**config.mk**
```make
export PLATFORM = sky130hd
export DESIGN_NAME = microwire_eeprom_master_flat
export DESIGN_NICKNAME = d
export VERILOG_FILES = /design/src/hw/rtl/mwe_pkg.sv /design/src/hw/rtl/mwe_req_if.sv /design/src/hw/rtl/mwe_rsp_if.sv /design/src/hw/rtl/mwe_cfg.sv /design/src/hw/rtl/mwe_core.sv /design/src/hw/rtl/mwe_outq.sv /design/src/hw/rtl/microwire_eeprom_master.sv /design/src/flat_wrapper.sv
export SDC_FILE = /design/constraint.sdc
export NUM_CORES = 1
export LEC_CHECK = 0
export BUFFER_PORTS_ARGS = -buffer_cell sky130_fd_sc_hd__buf_4
export CORE_MARGIN = 3
export CORE_UTILIZATION = 46
export DETAILED_ROUTE_END_ITERATION = 10
export PLACE_DENSITY = 0.72
export REMOVE_ABC_BUFFERS = 1
export SLEW_MARGIN = 25
export SYNTH_ARGS = -nofsm -noshare
export SYNTH_HDL_FRONTEND = slang
export SYNTH_SLANG_ARGS = --single-unit
export TNS_END_PERCENT = 1
```
**constraint.sdc**
```tcl
create_clock -name clk_i -period 7.98 [get_ports clk_i]
set_input_delay 2.394 -clock clk_i [delete_from_list [all_inputs] [get_ports clk_i]]
set_output_delay 2.394 -clock clk_i [all_outputs]
set_load 0.02 [all_outputs]
```
**src/hw/rtl/mwe_pkg.sv**
```systemverilog
`default_nettype none

package mwe_pkg;

  // Width of one EEPROM word.
  localparam int unsigned DataBits = 16;

  // Bit counter width: holds up to DataBits + 1 (dummy bit plus word).
  localparam int unsigned CntBits = $clog2(DataBits + 2);

  // Request codes carried in the action field.
  typedef enum logic [1:0] {
    ActTick  = 2'd0,
    ActRead  = 2'd1,
    ActWrite = 2'd2
  } mwe_action_e;

  // Register index of the configuration port.
  localparam logic RegLargePart = 1'b0;

  // Serial command patterns, first bit sent in bit 0.
  localparam logic [10:0] EwenSeq = 11'b000_0001_1001;
  localparam logic [10:0] EwdsSeq = 11'b000_0000_0001;
  localparam logic [2:0]  WriteOp = 3'b101;
  localparam logic [2:0]  ReadOp  = 3'b011;

  // One input item.
  typedef struct packed {
    logic [1:0]          action;
    logic [7:0]          address;
    logic [DataBits-1:0] write_data;
    logic                data_in;
  } mwe_req_t;

  // One result item.
  typedef struct packed {
    logic                chip_select;
    logic                serial_clock;
    logic                serial_out;
    logic                busy_res;
    logic                accepted;
    logic                read_valid;
    logic [DataBits-1:0] read_data;
    logic                write_done;
  } mwe_rsp_t;

  // Bit of a command pattern at a given slot; zero past its end.
  function automatic logic seq_bit(logic [10:0] seq, logic [CntBits-1:0] idx);
    logic res;
    res = 1'b0;
    if (idx < CntBits'(11)) begin
      res = seq[idx[3:0]];
    end
    return res;
  endfunction

  function automatic logic op_bit(logic [2:0] op, logic [CntBits-1:0] idx);
    logic res;
    res = 1'b0;
    if (idx < CntBits'(3)) begin
      res = op[idx[1:0]];
    end
    return res;
  endfunction

endpackage

`default_nettype wire

```
**src/hw/rtl/mwe_req_if.sv**
```systemverilog
`default_nettype none

interface mwe_req_if;
  import mwe_pkg::*;

  logic                valid;
  logic                ready;
  logic [1:0]          action;
  logic [7:0]          address;
  logic [DataBits-1:0] write_data;
  logic                data_in;

  modport source (output valid, action, address, write_data, data_in, input ready);
  modport sink   (input valid, action, address, write_data, data_in, output ready);
endinterface

`default_nettype wire

```
**src/hw/rtl/mwe_rsp_if.sv**
```systemverilog
`default_nettype none

interface mwe_rsp_if;
  import mwe_pkg::*;

  logic                valid;
  logic                ready;
  logic                chip_select;
  logic                serial_clock;
  logic                serial_out;
  logic                busy_res;
  logic                accepted;
  logic                read_valid;
  logic [DataBits-1:0] read_data;
  logic                write_done;

  modport source (output valid, chip_select, serial_clock, serial_out, busy_res, accepted,
                  read_valid, read_data, write_done, input ready);
  modport sink   (input valid, chip_select, serial_clock, serial_out, busy_res, accepted,
                  read_valid, read_data, write_done, output ready);
endinterface

`default_nettype wire

```
**src/hw/rtl/mwe_cfg.sv**
```systemverilog
`default_nettype none

module mwe_cfg import mwe_pkg::*; (
  input  logic        clk_i,
  input  logic        rst_ni,
  input  logic        psel,
  input  logic        penable,
  input  logic        pwrite,
  input  logic [2:0]  paddr,
  input  logic [31:0] pwdata,
  output logic [31:0] prdata,
  output logic        pready,
  output logic        large_part_o
);

  logic large_part_q, large_part_d;
  logic wr_en;

  assign pready = 1'b1;
  assign wr_en  = psel && penable && pwrite && (paddr[2] == RegLargePart);

  always_comb begin
    large_part_d = large_part_q;
    if (wr_en) begin
      large_part_d = pwdata[0];
    end
  end

  always_ff @(posedge clk_i or negedge rst_ni) begin
    if (!rst_ni) begin
      large_part_q <= 1'b0;
    end else begin
      large_part_q <= large_part_d;
    end
  end

  // Only the lower word address holds a register; the rest reads as zero.
  assign prdata = (paddr[2] == RegLargePart) ? {31'd0, large_part_q} : 32'd0;

  assign large_part_o = large_part_q;

endmodule

`default_nettype wire

```
**src/hw/rtl/mwe_core.sv**
```systemverilog
`default_nettype none

module mwe_core import mwe_pkg::*; (
  input  logic     clk_i,
  input  logic     rst_ni,
  input  logic     large_part_i,
  input  logic     in_valid_i,
  input  mwe_req_t in_item_i,
  output logic     res_valid_o,
  output mwe_rsp_t res_o
);

  localparam logic [3:0] PhIdle    = 4'd0;
  localparam logic [3:0] PhEnPre   = 4'd1;
  localparam logic [3:0] PhEnBits  = 4'd2;
  localparam logic [3:0] PhEnRst   = 4'd3;
  localparam logic [3:0] PhCmdPre  = 4'd4;
  localparam logic [3:0] PhCmdBits = 4'd5;
  localparam logic [3:0] PhAddr    = 4'd6;
  localparam logic [3:0] PhRdData  = 4'd7;
  localparam logic [3:0] PhRdRst   = 4'd8;
  localparam logic [3:0] PhWrData  = 4'd9;
  localparam logic [3:0] PhWrDrop  = 4'd10;
  localparam logic [3:0] PhWrPoll  = 4'd11;
  localparam logic [3:0] PhWrRst   = 4'd12;
  localparam logic [3:0] PhDsPre   = 4'd13;
  localparam logic [3:0] PhDsBits  = 4'd14;
  localparam logic [3:0] PhDsRst   = 4'd15;

  // Input register.
  logic     s1_valid_q;
  mwe_req_t s1_item_q;

  // Sequencer state.
  logic [3:0]          phase_q, phase_d;
  logic [CntBits-1:0]  cnt_q, cnt_d;
  logic [DataBits-1:0] word_q, word_d;
  logic [7:0]          addr_q, addr_d;
  logic                is_wr_q, is_wr_d;
  logic [2:0]          pins_q, pins_d;

  // Shared half-slot stepper and reset stepper.
  logic               sk_high;
  logic [CntBits-1:0] cnt_inc;
  logic               sh_bit;
  logic [CntBits-1:0] sh_len;
  logic [2:0]         sh_pins;
  logic [CntBits-1:0] sh_cnt;
  logic               sh_last;
  logic [2:0]         rs_pins;
  logic               rs_done;
  logic [CntBits-1:0] rs_cnt;
  logic [2:0]         addr_msb;
  logic [CntBits-1:0] addr_len;
  logic               rd_valid, wr_done;

  assign sk_high  = pins_q[1];
  assign cnt_inc  = cnt_q + CntBits'(1);
  assign addr_msb = large_part_i ? 3'd7 : 3'd5;
  assign addr_len = large_part_i ? CntBits'(8) : CntBits'(6);

  // Bit and length for the phase that shifts out.
  always_comb begin
    sh_bit = 1'b0;
    sh_len = CntBits'(DataBits);
    case (phase_q)
      PhEnBits: begin
        sh_bit = seq_bit(EwenSeq, cnt_q);
        sh_len = large_part_i ? CntBits'(11) : CntBits'(9);
      end
      PhDsBits: begin
        sh_bit = seq_bit(EwdsSeq, cnt_q);
        sh_len = large_part_i ? CntBits'(11) : CntBits'(9);
      end
      PhCmdBits: begin
        sh_bit = op_bit(is_wr_q ? WriteOp : ReadOp, cnt_q);
        sh_len = CntBits'(3);
      end
      PhAddr: begin
        sh_bit = (cnt_q < addr_len) ? addr_q[addr_msb - cnt_q[2:0]] : 1'b0;
        sh_len = addr_len;
      end
      PhRdData: begin
        sh_bit = 1'b0;
        sh_len = CntBits'(DataBits + 1);
      end
      PhWrData: begin
        sh_bit = word_q[DataBits-1];
        sh_len = CntBits'(DataBits);
      end
      default: begin
        sh_bit = 1'b0;
        sh_len = CntBits'(DataBits);
      end
    endcase
  end

  // A high SK is followed by a low step that sets up the bit; a low SK by
  // the rising step that clocks it and counts it.
  assign sh_pins = sk_high ? {2'b10, sh_bit} : {2'b11, sh_bit};
  assign sh_cnt  = sk_high ? cnt_q : cnt_inc;
  assign sh_last = !sk_high && (cnt_inc >= sh_len);

  // Three-step reset: CS low, SK pulses on the middle step.
  assign rs_pins = {1'b0, cnt_q == CntBits'(1), 1'b0};
  assign rs_done = cnt_q >= CntBits'(2);
  assign rs_cnt  = rs_done ? '0 : cnt_inc;

  always_comb begin
    phase_d  = phase_q;
    cnt_d    = cnt_q;
    word_d   = word_q;
    addr_d   = addr_q;
    is_wr_d  = is_wr_q;
    pins_d   = pins_q;
    rd_valid = 1'b0;
    wr_done  = 1'b0;
    res_o    = '0;
    if (s1_valid_q) begin
      if (phase_q == PhIdle) begin
        if (s1_item_q.action == ActRead || s1_item_q.action == ActWrite) begin
          res_o.accepted = 1'b1;
          addr_d  = s1_item_q.address;
          is_wr_d = (s1_item_q.action == ActWrite);
          word_d  = (s1_item_q.action == ActWrite) ? s1_item_q.write_data : '0;
          cnt_d   = '0;
          phase_d = (s1_item_q.action == ActWrite) ? PhEnPre : PhCmdPre;
        end
      end else if (s1_item_q.action == ActTick) begin
        case (phase_q)
          PhEnPre, PhCmdPre, PhDsPre: begin
            pins_d  = 3'b110;
            cnt_d   = '0;
            phase_d = phase_q + 4'd1;
          end
          PhEnBits, PhDsBits, PhCmdBits: begin
            pins_d = sh_pins;
            cnt_d  = sh_cnt;
            if (sh_last) begin
              cnt_d = '0;
              if (phase_q == PhEnBits) begin
                phase_d = PhEnRst;
              end else if (phase_q == PhDsBits) begin
                phase_d = PhDsRst;
              end else begin
                phase_d = PhAddr;
              end
            end
          end
          PhAddr: begin
            pins_d = sh_pins;
            cnt_d  = sh_cnt;
            if (sh_last) begin
              cnt_d = '0;
              if (is_wr_q) begin
                phase_d = PhWrData;
              end else begin
                phase_d = PhRdData;
                word_d  = '0;
              end
            end
          end
          PhRdData: begin
            pins_d = sh_pins;
            cnt_d  = sh_cnt;
            if (sk_high) begin
              word_d = {word_q[DataBits-2:0], s1_item_q.data_in};
            end else if (sh_last) begin
              cnt_d   = '0;
              phase_d = PhRdRst;
            end
          end
          PhWrData: begin
            pins_d = sh_pins;
            cnt_d  = sh_cnt;
            if (!sk_high) begin
              word_d = {word_q[DataBits-2:0], 1'b0};
            end
            if (sh_last) begin
              cnt_d   = '0;
              phase_d = PhWrDrop;
            end
          end
          PhWrDrop: begin
            pins_d  = 3'b000;
            cnt_d   = '0;
            phase_d = PhWrPoll;
          end
          PhWrPoll: begin
            if (!cnt_q[0]) begin
              pins_d = 3'b100;
              cnt_d  = CntBits'(1);
            end else begin
              pins_d = 3'b110;
              cnt_d  = '0;
              if (s1_item_q.data_in) begin
                phase_d = PhWrRst;
              end
            end
          end
          PhEnRst, PhRdRst, PhWrRst, PhDsRst: begin
            pins_d = rs_pins;
            cnt_d  = rs_cnt;
            if (rs_done) begin
              case (phase_q)
                PhEnRst: phase_d = PhCmdPre;
                PhWrRst: phase_d = PhDsPre;
                PhRdRst: begin
                  phase_d  = PhIdle;
                  rd_valid = 1'b1;
                end
                default: begin
                  phase_d = PhIdle;
                  wr_done = 1'b1;
                end
              endcase
            end
          end
          default: begin
            phase_d = PhIdle;
          end
        endcase
      end
      res_o.chip_select  = pins_d[2];
      res_o.serial_clock = pins_d[1];
      res_o.serial_out   = pins_d[0];
      res_o.busy_res     = (phase_d != PhIdle);
      res_o.read_valid   = rd_valid;
      res_o.read_data    = rd_valid ? word_q : '0;
      res_o.write_done   = wr_done;
    end
  end

  assign res_valid_o = s1_valid_q;

  always_ff @(posedge clk_i or negedge rst_ni) begin
    if (!rst_ni) begin
      s1_valid_q <= 1'b0;
      phase_q    <= PhIdle;
      cnt_q      <= '0;
      word_q     <= '0;
      addr_q     <= '0;
      is_wr_q    <= 1'b0;
      pins_q     <= 3'b000;
    end else begin
      s1_valid_q <= in_valid_i;
      phase_q    <= phase_d;
      cnt_q      <= cnt_d;
      word_q     <= word_d;
      addr_q     <= addr_d;
      is_wr_q    <= is_wr_d;
      pins_q     <= pins_d;
    end
  end

  always_ff @(posedge clk_i) begin
    if (in_valid_i) begin
      s1_item_q <= in_item_i;
    end
  end

endmodule

`default_nettype wire

```
**src/hw/rtl/mwe_outq.sv**
```systemverilog
`default_nettype none

module mwe_outq import mwe_pkg::*; (
  input  logic       clk_i,
  input  logic       rst_ni,
  input  logic       push_i,
  input  mwe_rsp_t   push_data_i,
  input  logic       pop_i,
  output logic       valid_o,
  output mwe_rsp_t   data_o,
  output logic [1:0] count_o
);

  mwe_rsp_t   mem_q [2];
  logic       wr_ptr_q, wr_ptr_d;
  logic       rd_ptr_q, rd_ptr_d;
  logic [1:0] count_q, count_d;

  always_comb begin
    wr_ptr_d = wr_ptr_q ^ push_i;
    rd_ptr_d = rd_ptr_q ^ pop_i;
    count_d  = count_q + {1'b0, push_i} - {1'b0, pop_i};
  end

  always_ff @(posedge clk_i or negedge rst_ni) begin
    if (!rst_ni) begin
      wr_ptr_q <= 1'b0;
      rd_ptr_q <= 1'b0;
      count_q  <= 2'd0;
    end else begin
      wr_ptr_q <= wr_ptr_d;
      rd_ptr_q <= rd_ptr_d;
      count_q  <= count_d;
    end
  end

  always_ff @(posedge clk_i) begin
    if (push_i) begin
      mem_q[wr_ptr_q] <= push_data_i;
    end
  end

  assign valid_o = (count_q != 2'd0);
  assign data_o  = mem_q[rd_ptr_q];
  assign count_o = count_q;

endmodule

`default_nettype wire

```
**src/hw/rtl/microwire_eeprom_master.sv**
```systemverilog
// Microwire master for 93C46/56/66 serial EEPROMs in 16-bit organization.
// A read or write request on the req channel loads a sequence; every tick
// item after that moves the CS, SK and DO pins by one half-clock step, and
// every item, request or tick, yields exactly one result on the rsp channel
// carrying the new pin levels and status. A read sends the start bit,
// opcode 10 and the address MSB first, clocks 17 bits and returns the last
// 16 as read_data with read_valid. A write sends EWEN, then 101, the address
// and the data word, drops CS for one step, polls the ready flag with one
// SK pulse per two ticks until data_in reads high, and then sends EWDS;
// write_done marks its last step. Every sequence ends with a three-step
// reset. The ready poll has no timeout. Requests while busy, ticks while
// idle and action code 3 leave the pins as they are. Register large_part at
// APB address 0 selects 8 address bits and 11-bit EWEN/EWDS (93C56/66) over
// 6 and 9 (93C46); write it only while no sequence runs. The block takes
// one item per clock cycle unless the input stalls: each item is held in
// an input register, the step logic works combinationally on it and the
// sequencer state, and the result is registered into a two-entry output
// queue, from which it leaves. The input stalls only when the queue and the
// input register together hold two items and no result leaves in that cycle.

`default_nettype none

module microwire_eeprom_master import mwe_pkg::*; (
  input  logic        clk_i,
  input  logic        rst_ni,
  mwe_req_if.sink     req_i,
  mwe_rsp_if.source   rsp_o,
  input  logic        psel,
  input  logic        penable,
  input  logic        pwrite,
  input  logic [2:0]  paddr,
  input  logic [31:0] pwdata,
  output logic [31:0] prdata,
  output logic        pready
);

  logic       large_part;
  logic       in_accept;
  mwe_req_t   in_item;
  logic       res_valid;
  mwe_rsp_t   res_item;
  logic       pop;
  logic       q_valid;
  mwe_rsp_t   q_item;
  logic [1:0] q_count;
  logic [1:0] occupancy;

  mwe_cfg u_cfg (
    .clk_i        (clk_i),
    .rst_ni       (rst_ni),
    .psel         (psel),
    .penable      (penable),
    .pwrite       (pwrite),
    .paddr        (paddr),
    .pwdata       (pwdata),
    .prdata       (prdata),
    .pready       (pready),
    .large_part_o (large_part)
  );

  // Items in flight: results queued plus the one in the input register.
  // The queue has room for both, so a transfer is taken while the total
  // stays at two or less after this cycle's pop.
  assign occupancy   = q_count + {1'b0, res_valid};
  assign pop         = q_valid && rsp_o.ready;
  assign req_i.ready = (occupancy < 2'd2) || pop;
  assign in_accept   = req_i.valid && req_i.ready;

  assign in_item.action     = req_i.action;
  assign in_item.address    = req_i.address;
  assign in_item.write_data = req_i.write_data;
  assign in_item.data_in    = req_i.data_in;

  mwe_core u_core (
    .clk_i        (clk_i),
    .rst_ni       (rst_ni),
    .large_part_i (large_part),
    .in_valid_i   (in_accept),
    .in_item_i    (in_item),
    .res_valid_o  (res_valid),
    .res_o        (res_item)
  );

  mwe_outq u_outq (
    .clk_i       (clk_i),
    .rst_ni      (rst_ni),
    .push_i      (res_valid),
    .push_data_i (res_item),
    .pop_i       (pop),
    .valid_o     (q_valid),
    .data_o      (q_item),
    .count_o     (q_count)
  );

  assign rsp_o.valid        = q_valid;
  assign rsp_o.chip_select  = q_item.chip_select;
  assign rsp_o.serial_clock = q_item.serial_clock;
  assign rsp_o.serial_out   = q_item.serial_out;
  assign rsp_o.busy_res     = q_item.busy_res;
  assign rsp_o.accepted     = q_item.accepted;
  assign rsp_o.read_valid   = q_item.read_valid;
  assign rsp_o.read_data    = q_item.read_data;
  assign rsp_o.write_done   = q_item.write_done;

endmodule

`default_nettype wire

```
**src/flat_wrapper.sv**
```systemverilog
// flat-port wrapper written by rule: the top's interface ports become plain ports
module microwire_eeprom_master_flat import mwe_pkg::*;
  (clk_i, rst_ni, psel, penable, pwrite, paddr, pwdata, prdata, pready, req_i_valid, req_i_action, req_i_address, req_i_write_data, req_i_data_in, req_i_ready, rsp_o_valid, rsp_o_chip_select, rsp_o_serial_clock, rsp_o_serial_out, rsp_o_busy_res, rsp_o_accepted, rsp_o_read_valid, rsp_o_read_data, rsp_o_write_done, rsp_o_ready);
  mwe_req_if req_i_i ();
  mwe_rsp_if rsp_o_i ();
  input  logic clk_i;
  input  logic rst_ni;
  input  logic psel;
  input  logic penable;
  input  logic pwrite;
  input  logic [2:0] paddr;
  input  logic [31:0] pwdata;
  output logic [31:0] prdata;
  output logic pready;
  input wire logic [$bits(req_i_i.valid)-1:0] req_i_valid;
  input wire logic [$bits(req_i_i.action)-1:0] req_i_action;
  input wire logic [$bits(req_i_i.address)-1:0] req_i_address;
  input wire logic [$bits(req_i_i.write_data)-1:0] req_i_write_data;
  input wire logic [$bits(req_i_i.data_in)-1:0] req_i_data_in;
  output wire logic [$bits(req_i_i.ready)-1:0] req_i_ready;
  output wire logic [$bits(rsp_o_i.valid)-1:0] rsp_o_valid;
  output wire logic [$bits(rsp_o_i.chip_select)-1:0] rsp_o_chip_select;
  output wire logic [$bits(rsp_o_i.serial_clock)-1:0] rsp_o_serial_clock;
  output wire logic [$bits(rsp_o_i.serial_out)-1:0] rsp_o_serial_out;
  output wire logic [$bits(rsp_o_i.busy_res)-1:0] rsp_o_busy_res;
  output wire logic [$bits(rsp_o_i.accepted)-1:0] rsp_o_accepted;
  output wire logic [$bits(rsp_o_i.read_valid)-1:0] rsp_o_read_valid;
  output wire logic [$bits(rsp_o_i.read_data)-1:0] rsp_o_read_data;
  output wire logic [$bits(rsp_o_i.write_done)-1:0] rsp_o_write_done;
  input wire logic [$bits(rsp_o_i.ready)-1:0] rsp_o_ready;
  assign req_i_i.valid = req_i_valid;
  assign req_i_i.action = req_i_action;
  assign req_i_i.address = req_i_address;
  assign req_i_i.write_data = req_i_write_data;
  assign req_i_i.data_in = req_i_data_in;
  assign req_i_ready = req_i_i.ready;
  assign rsp_o_valid = rsp_o_i.valid;
  assign rsp_o_chip_select = rsp_o_i.chip_select;
  assign rsp_o_serial_clock = rsp_o_i.serial_clock;
  assign rsp_o_serial_out = rsp_o_i.serial_out;
  assign rsp_o_busy_res = rsp_o_i.busy_res;
  assign rsp_o_accepted = rsp_o_i.accepted;
  assign rsp_o_read_valid = rsp_o_i.read_valid;
  assign rsp_o_read_data = rsp_o_i.read_data;
  assign rsp_o_write_done = rsp_o_i.write_done;
  assign rsp_o_i.ready = rsp_o_ready;
  microwire_eeprom_master u_core (.clk_i(clk_i), .rst_ni(rst_ni), .req_i(req_i_i), .rsp_o(rsp_o_i), .psel(psel), .penable(penable), .pwrite(pwrite), .paddr(paddr), .pwdata(pwdata), .prdata(prdata), .pready(pready));
endmodule
```
# Yosys cells after proc, flatten, opt, wreduce, memory -nomap -nowiden
# Memory sizes are Yosys's and may differ from the RTL's.
# Index checks and enable logic that the tools add are counted.
# word_totals
register_bits	70
ram_bits	46
mem_bits_ro	32
wordCells	160
mem_count	3
# memory_table
memory	words	width	rd	rd_clocked_by_memory_dff	wr	line_no	rtl
u_core.u_outq.mem_q	2	23	1	0	1	mwe_outq.sv:14	mwe_rsp_t mem_q [2];
(no name shown)	16	1	1	0	0	mwe_pkg.sv:52	res = seq[idx[3:0]];
(no name shown)	16	1	1	0	0	mwe_pkg.sv:52	
# op_classes
add_sub_neg	5
order_cmp	9
eq_ne	23
n_mux	75
bitwise	3
reduce_logical	27
# ops
cell	n
16-bit 2-to-1 mux	9
4-bit 2-to-1 mux	16
16-bit case mux with 3 select lines	1
5-bit 2-to-1 mux	7
4-bit equality test, second input constant	8
4-bit case mux with 8 select lines	1
1-bit 2-to-1 mux	25
5-bit case mux with 5 select lines	1
23-bit 2-to-1 mux	1
5-bit case mux with 4 select lines	1
4-bit by 3-bit equality test with 1-bit output, second input constant	4
3-bit case mux with 5 select lines	1
3-bit 2-to-1 mux	4
3-bit != test, second input constant	4
3-bit OR reduction	3
4-bit by 2-bit equality test with 1-bit output, second input constant	2
2-bit 2-to-1 mux	4
4-bit case mux with 2 select lines	1
8-bit AND reduction	1
4-bit nonzero test	2
4-bit OR reduction	2
1-bit logical AND	6
6-bit nonzero test	1
6-bit OR reduction	1
33 further kinds	36

# Logic depth before layout (Yosys ltp)
# Gate-level depths: netlist of the first run.
# depth
ltp_word	13
depth_mapped	16
depth_no_buf	13

# Cells and area by module
# From an unflattened synthesis of the first run, not the netlist that was laid out.
# unflattened
cells_unflattened	548
hier_area_um2	6311.1
# modules_own_cells
module	n_inst	cells_each	area_each_um2
mwe_core	1	415	3981.3
mwe_outq	1	87	1966.9
mwe_cfg	1	38	301.5
microwire_eeprom_master	1	8	61.3

# Worst setup path before layout of the first run
# Ideal clock, no wire load.
# synth_timing
kind	input-to-output
from	input port rsp_o_ready
to	output port req_i_ready
arrival_ps	2861
required_ps	5586
path_slack_ps	2725
path_stages	3
cell_sequence	nand2_1 inv_1 or2_2
# synth_between
elab_chain_cells	2
# synth_rtl
item	line_no	rtl
start: declaration	flat_wrapper.sv:30	input wire logic [$bits(rsp_o_i.ready)-1:0] rsp_o_ready;
1-bit logical AND	microwire_eeprom_master.sv:65	assign pop = q_valid && rsp_o.ready;
1-bit logical OR	microwire_eeprom_master.sv:66	assign req_i.ready = (occupancy < 2'd2) || pop;
end: declaration	flat_wrapper.sv:20	output wire logic [$bits(req_i_i.ready)-1:0] req_i_ready;
# No other way between the ends.

# Worst setup path in the final report of the first run
# Same ends and word-level chain as after synthesis.

==> results of run 1 <==
-- state kept, by name (all words and copies together) (netlist names) --
signal                     flops
u_core.u_outq.mem_q           46
u_core.u_core.s1_item_q       27
u_core.u_core.word_q          16
u_core.u_core.addr_q           8
u_core.u_core.cnt_q            5
u_core.u_core.phase_q          4
u_core.u_core.pins_q           3
u_core.u_outq.count_o          2
u_core.u_cfg.large_part_o      1
u_core.u_core.is_wr_q          1
u_core.u_core.res_valid_o      1
u_core.u_outq.rd_ptr_q         1
u_core.u_outq.wr_ptr_q         1
-- synthesized netlist by cell type, types with 5 or more instances --
master | n | area share
a21o_1 | 5 | 0.0062
a21oi_1 | 18 | 0.015
a22o_1 | 18 | 0.026
a31oi_1 | 8 | 0.0082
and2_1 | 20 | 0.021
buf_2 | 8 | 0.0066
buf_4 | 32 | 0.039
clkbuf_1 | 17 | 0.010
dfrtp_1 | 43 | 0.18
edfxtp_1 | 73 | 0.36
ha_1 | 22 | 0.045
inv_1 | 20 | 0.012
mux2_2 | 50 | 0.092
mux2i_1 | 5 | 0.0082
nand2_1 | 30 | 0.018
nand2b_1 | 7 | 0.0072
nand3_1 | 15 | 0.012
nor2_1 | 22 | 0.014
nor3_1 | 5 | 0.0041
o211ai_1 | 5 | 0.0062
o21ai_0 | 18 | 0.015
o22ai_1 | 5 | 0.0051
xnor2_1 | 6 | 0.0086
-- how the worst max path moves through the flow --
stage,slack (ns),cells past startpoint,start,end
after CTS,2.48,5,rsp_o_ready,req_i_ready
final,2.48,5,rsp_o_ready,req_i_ready
after detailed placement,2.48,5,rsp_o_ready,req_i_ready
after floorplan,2.73,3,rsp_o_ready,req_i_ready
after global routing,2.46,5,rsp_o_ready,req_i_ready
after global placement,2.49,5,rsp_o_ready,req_i_ready
-- report_power, final --
group | internal (mW) | total (mW) | switching, mW | leakage, nW
Combinational | 0.429 | 0.979 | 0.550 | 1.43
Clock | 0.495 | 0.781 | 0.286 | 0.292
Sequential | 0.844 | 1.00 | 0.158 | 1.26
Total | 1.77 | 2.76 | 0.994 | 2.98
-- cell type report --
class | count | area, sq um
fillers | 1052 | 5600
flip-flops and latches | 116 | 3270
multi-input cells | 345 | 2520
repair buffers | 64 | 484
clock buffers | 18 | 429
well taps | 172 | 215
clock inverters | 14 | 176
inverters | 21 | 78.8
-- critical path: cells and delay by family --
family                 cells  cell delay [ns]
buffers and inverters      3             0.33
AND/OR/NAND/NOR            2             0.38
-- cells by family after synthesis --
logic type                 after synthesis  share of synthesized area
DFF                                    116                      0.536
xor gates and xnor gates                 7                     0.0101
adders and majority gates               22                     0.0451
buffers and inverters                   80                     0.0718
other                                    2                    0.00123
AOI/OAI and AO/OA                      106                      0.125
muxes                                   57                      0.108
and+or+nand+nor                        121                      0.103
-- stage by stage --
stage / utilization / hold WS [ns] / worst slack [ns] / area, sq um / total power [mW]
floorplan: - / 0.448 / 2.73 / 5850 / 1.65
detailed placement: 0.513 / 0.470 / 2.48 / 6550 / 1.99
global placement: 0.513 / 0.462 / 2.49 / 6550 / 1.95
global route: 0.561 / 0.488 / 2.46 / 7170 / 2.92
finish: 0.561 / 0.475 / 2.48 / 7170 / 2.76
CTS: 0.560 / 0.480 / 2.48 / 7160 / 2.78
-- routing by layer --
metal | global-route usage | vias up | part of all wire
met1 | 0.252 | 1995 | 0.42
met4 | 0.0665 | 0 | 0.019
met5 | 0 | - | 0
li1 | - | 1928 | -
met3 | 0.0415 | 23 | 0.053
met2 | 0.308 | 145 | 0.50
==> metrics, run 1 <==
run status=finished, final reports clean; RSZ-0062 raised after global routing=false; WHS Path Cells=1; startpoint types=primary input; Layout area overhead=17.6%; # hold bufs at CTS=0; reg-to-reg endpoint=u_core.u_core.word_q[10]$_DFFE_PN0P_; via count=slightly above 4,000; Synth Warn #=0; DR vias/cell=around 5.5; CTS root buffer=clkbuf_16; detailed-route wire length per cell=around 18 um; width of the die=121 um; CP max stage cell=or2_2; Synth cell types=62; R2R setup slack=3.98 ns; endpoints failing setup=0; Arr. time, crit path=between 3 and 4 ns; Rel. slew slack=0.420; Hold WC Path Type=reg2reg; actual slew at the worst max-slew pin=about 0.86 ns; asr flop ratio synth=0.371; Hold Path Origin=u_core.u_core.s1_item_q[19]$_DFFE_PP_; postcts setup bufs=0; vias in the first global route=4,086; Hold Path Sink=u_core.u_core.addr_q[2]$_DFFE_PN0P_; Most used DFF post-synth=edfxtp_1; Static Leak=2.98 nW; Clock Latency Late Sink=slightly above 0.4 ns; global route total overflow=0; Worst Skew=around 0.011 ns; #FFs+latches synth=approximately 120; most frequent cells in the layout=73 x edfxtp_1, 63 x buf_4, 50 x mux2_2; post-cts sizing count=0; largest net degree at the start of global routing=between 40 and 50; crit share post-route=0.689; achievable frequency=182 MHz; sequential cell area fraction in the yosys report=0.536; I/O pin cnt=127; Cells after Synth=between 500 and 600; max cap viols=0; Tmin final=roughly 5.5 ns; Inst Count DP=approximately 700; Site Rows=41; CTS Sinks=about 120; post-DP HPWL=8980 um; initial antenna violation count=0; Total Nets Final=~660; cell mode on critical path=buf_4; Die H=between 100 and 150 um; DR DRC count=0; Clk pin slew, worst setup/hold paths=0.05 ns; synthesized area=slightly above 6000 sq um; setup TNS=0 ns; P per Cell Area=385 nW/um^2; most common cell after layout, fill and taps aside=edfxtp_1; CTS tree=done; worst-case clock buffer depth=2; fraction of layout cells with a size suffix above 1=0.282; initial core utilization=0.478; Die Area=between 10,000 and 15,000 sq um; CTS Buf Count=17; Worst setup EP type=primary output; CP required=between 5 and 6 ns; Final Max Slew Viols=0; Hold Fails Final Rpt=0; r2r startpoint=u_core.u_core.phase_q[3]$_DFFE_PN0P_; drt initial violations=between 200 and 300; Crit Path Class=in2out; Largest stage delay, worst path=around 0.30 ns; CP max FO=2; H-tree depth=4; global placement routability congestion=approximately 0.91; GRT Total Usage=0.190; Post-Layout Cell Count=750; Antenna Cells=0; Port Buf Inserts=between 60 and 70; Worst R2R Path Depth=13; Max VDD drop=around 0.27 mV; Syn Area/Cell=11.9 sq um; total wire length=between 10,000 and 15,000 um; Antenna Nets Post-Route=0; number of synthesized flops with an enable pin=between 70 and 80; CP cell instances=buf_4 > nand2_1 > inv_1 > or2_2 > buf_4; core region area=12,800 sq um; DR pass1 iterations=4; first-pass GRT wire length=~22,000 um
Power figures use the tool's default switching activity.
==> run 2, diff against run 1 <==
--- a/config.mk
+++ b/config.mk
@@ -5,6 +5,7 @@
 export SDC_FILE = /design/constraint.sdc
 export NUM_CORES = 1
 export LEC_CHECK = 0
+export ABC_AREA = 1
 export BUFFER_PORTS_ARGS = -buffer_cell sky130_fd_sc_hd__buf_4
 export CORE_MARGIN = 3
 export CORE_UTILIZATION = 46
==> constraint.sdc (replaced) <==
create_clock -name clk_i -period 5.4 [get_ports clk_i]
set_input_delay 1.62 -clock clk_i [delete_from_list [all_inputs] [get_ports clk_i]]
set_output_delay 1.62 -clock clk_i [all_outputs]
set_load 0.02 [all_outputs]
==> metrics, run 2 <==
number of synthesized flops with an enable pin=73 (unchanged); post-DP HPWL=9720 um (+8.2%); Die Area=15,000 sq um (+2.4%); CTS Sinks=116 (unchanged); #FFs+latches synth=116 (unchanged); clock network power share=0.269 (-0.014); drt initial violations=514 (+79%); Most used DFF post-synth=edfxtp_1; global route total overflow=0 (unchanged); achievable frequency=around 270 MHz; global placement routability congestion=0.965 (+5.9%); GRT Total Usage=0.191 (+0.00136); CTS tree=done; Largest Register=u_core.u_outq.mem_q; largest net degree at the start of global routing=44 (unchanged); Antenna Nets Post-Route=0 (unchanged); Arr. time, crit path=4.01 ns (+0.91 ns); postcts setup bufs=0 (unchanged); Worst Skew=0.00987 ns (-0.00124 ns); sequential cell area fraction in the yosys report=0.523 (-0.0131); post-route cell area=7320 sq um (+2.1%); total wire length=13,900 um (+4.2%); via count=4,747 (+16%); first-pass GRT wire length=22,100 um (+2.7%); worst-case clock buffer depth=2 (unchanged); Cells after Synth=681 (+33%); Port Buf Inserts=61 (unchanged); Syn Area/Cell=9.18 sq um (-23%); Site Rows=41 (unchanged); Hold Fails Final Rpt=0 (unchanged); Total Nets Final=829 (+26%); Clock Latency Late Sink=0.41 ns (about the same); initial antenna violation count=0 (unchanged); Die H=123 um (+1.2%); Top delay family on crit path=simple AND/OR/NAND/NOR gates; Post-synth top cells=161 x nand2_1, 73 x edfxtp_1, 68 x inv_1; Rel. slew slack=0.416 (-0.00428); actual slew at the worst max-slew pin=0.875 ns (+0.0134 ns); width of the die=123 um (+1.2%); Synth area leader=edfxtp_1; Tmin final=about 3.8 ns; max reg flops=46 (unchanged); DR pass1 iterations=5 (+1); fraction of layout cells with a size suffix above 1=0.182 (-0.0996); Crit Path Class=reg2reg; Sw Pwr=1.73 mW (+74%); initial core utilization=0.484 (+0.00612); RSZ-0062 raised after global routing=false; DR DRC count=0 (unchanged); cell area after placement=6700 sq um (+2.2%); CP cell instances=inv_1 > ha_1 > nand3_1 > nand3_1 > nor2_2 > nor2_1 > ha_1 > nand2_1 > nor2_1 > nand2_1 > nand3_2 > nand2_2 > o21ai_1 > o211ai_2 > a21oi_4 > o21ai_0; run status=finished, final reports clean; core region area=12,900 sq um (+1.2%); detailed-route wire length per cell=15.0 um (-15%); P per Cell Area=591 nW/um^2 (+53%); startpoint types=register; count leader, synth=nand2_1; Synth cell types=40 (-35%); I/O pin cnt=127 (unchanged); Static Leak=3.32 nW (+12%); DR vias/cell=5.14 (-5.7%); Hold WC Path Type=reg2reg; synthesized area=6250 sq um (+2.5%); combinational share of power=0.402 (+0.048); max cap viols=0 (unchanged); DP Worst Slack=1.65 ns (-0.827 ns); Antenna Cells=0 (unchanged); endpoints failing setup=0 (unchanged); Synth top area share=0.351 (-0.00877); asr flop ratio synth=0.371 (unchanged); Max VDD drop=0.384 mV (+43%); top post-synthesis cells by area=edfxtp_1 35%, dfrtp_1 17%, nand2_1 9.7%; Seq pwr share=0.329 (-0.034); Synth Warn #=0 (unchanged); Regs by FF count=u_core.u_outq.mem_q x46, u_core.u_core.s1_item_q x27, u_core.u_core.word_q x16; setup TNS=0 ns (unchanged); H-tree depth=4 (unchanged); crit share post-route=0.698; post-cts sizing count=0 (unchanged); setup ws final=1.63 ns (-0.854 ns); Critical path buffers and inverters=1 (-2); CTS root buffer=clkbuf_16; vias in the first global route=4,417 (+8.1%); Final Max Slew Viols=0 (unchanged); Worst setup EP type=register; Pint=2.60 mW (+47%); most common cell after layout, fill and taps aside=nand2_1; CP max stage cell=a21oi_4; sw frac=0.400 (+0.0396); Hold Slack=0.448 ns (-0.0264 ns); # hold bufs at CTS=0 (unchanged); CP required=5.64 ns (+0.05 ns); CTS Buf Count=17 (unchanged); most frequent cells in the layout=161 x nand2_1, 73 x edfxtp_1, 68 x inv_1; Layout area overhead=17.1%; CP max FO=32 (+30); Largest stage delay, worst path=0.56 ns (+0.26 ns); Clk pin slew, worst setup/hold paths=0.06 ns (about the same)
run 2: cell families (layout without fill, tap and decap cells):
logic type	after synthesis	after routing	share of synthesized area
and+or+nand+nor	298	298	0.210
adders and majority gates	22	22	0.0440
xor gates and xnor gates	8	8	0.0112
buffers and inverters	131	171	0.103
muxes	5	5	0.00900
AOI/OAI and AO/OA	99	99	0.0983
other	2	32	0.00120
DFF	116	116	0.523
run 2: power groups by stage:
| stage | combinational (mW) | clock, mW | sequential, mW |
|---|---|---|---|
| 4_1_cts | 1.74 | 1.17 | 1.42 |
| 6_report | 1.74 | 1.16 | 1.42 |
| 3_3_place_gp | 1.69 | 0 | 1.43 |
| 5_1_grt | 1.93 | 1.23 | 1.45 |
| 3_5_place_dp | 1.72 | 0 | 1.44 |
| 2_1_floorplan | 1.19 | 0 | 1.40 |
run 2: routing by layer:
layer / global-route usage / share of wire / vias up
met3: 0.0539 / 0.066 / 18
met4: 0.0581 / 0.016 / 0
met2: 0.290 / 0.45 / 200
met1: 0.268 / 0.47 / 2200
li1: - / - / 2329
met5: 0 / 0 / -
run 2: final timing paths:
kind	startpoint	end	slack [ns]	cells past startpoint
max in group asynchronous	rst_ni	u_core.u_core.addr_q[6]$_DFFE_PN0P_	3.77	1
hold reg to reg	u_core.u_core.s1_item_q[20]$_DFFE_PP_	u_core.u_core.addr_q[3]$_DFFE_PN0P_	0.45	2
setup reg to reg	u_core.u_core.phase_q[0]$_DFFE_PN0P_	u_core.u_core.word_q[15]$_DFFE_PN0P_	1.63	16
hold / removal	u_core.u_core.s1_item_q[20]$_DFFE_PP_	u_core.u_core.addr_q[3]$_DFFE_PN0P_	0.45	2
setup / recovery	u_core.u_core.phase_q[0]$_DFFE_PN0P_	u_core.u_core.word_q[15]$_DFFE_PN0P_	1.63	16
min in group asynchronous	rst_ni	u_core.u_outq.count_o[0]$_DFF_PN0_	1.22	1
run 2: per-stage QoR:
stage / utilization / std cells / total power, mW
CTS: 0.566 / 923 / 4.33
finish: 0.566 / 923 / 4.32
global route: 0.566 / 923 / 4.61
global placement: 0.518 / 891 / 3.11
detailed placement: 0.518 / 891 / 3.16
floorplan: - / 655 / 2.59
run 2: worst reg2reg max path: stages, from the launching register on:
cell	delay, ns
dfrtp_1	0.48
inv_1	0.18
ha_1	0.34
nand3_1	0.21
nand3_1	0.14
nor2_2	0.15
nor2_1	0.07
ha_1	0.30
nand2_1	0.07
nor2_1	0.11
nand2_1	0.07
nand3_2	0.15
nand2_2	0.18
o21ai_1	0.24
o211ai_2	0.14
a21oi_4	0.56
o21ai_0	0.20
run 2: final cells by class:
type                       count  area [sq um]
multi-input combinational    464          2460
sequential                   116          3270
clock inverter                11           156
inverter                      75           282
tap                          172           215
clock buffer                  21           460
fill                        1115          5610
timing repair buffer          64           480
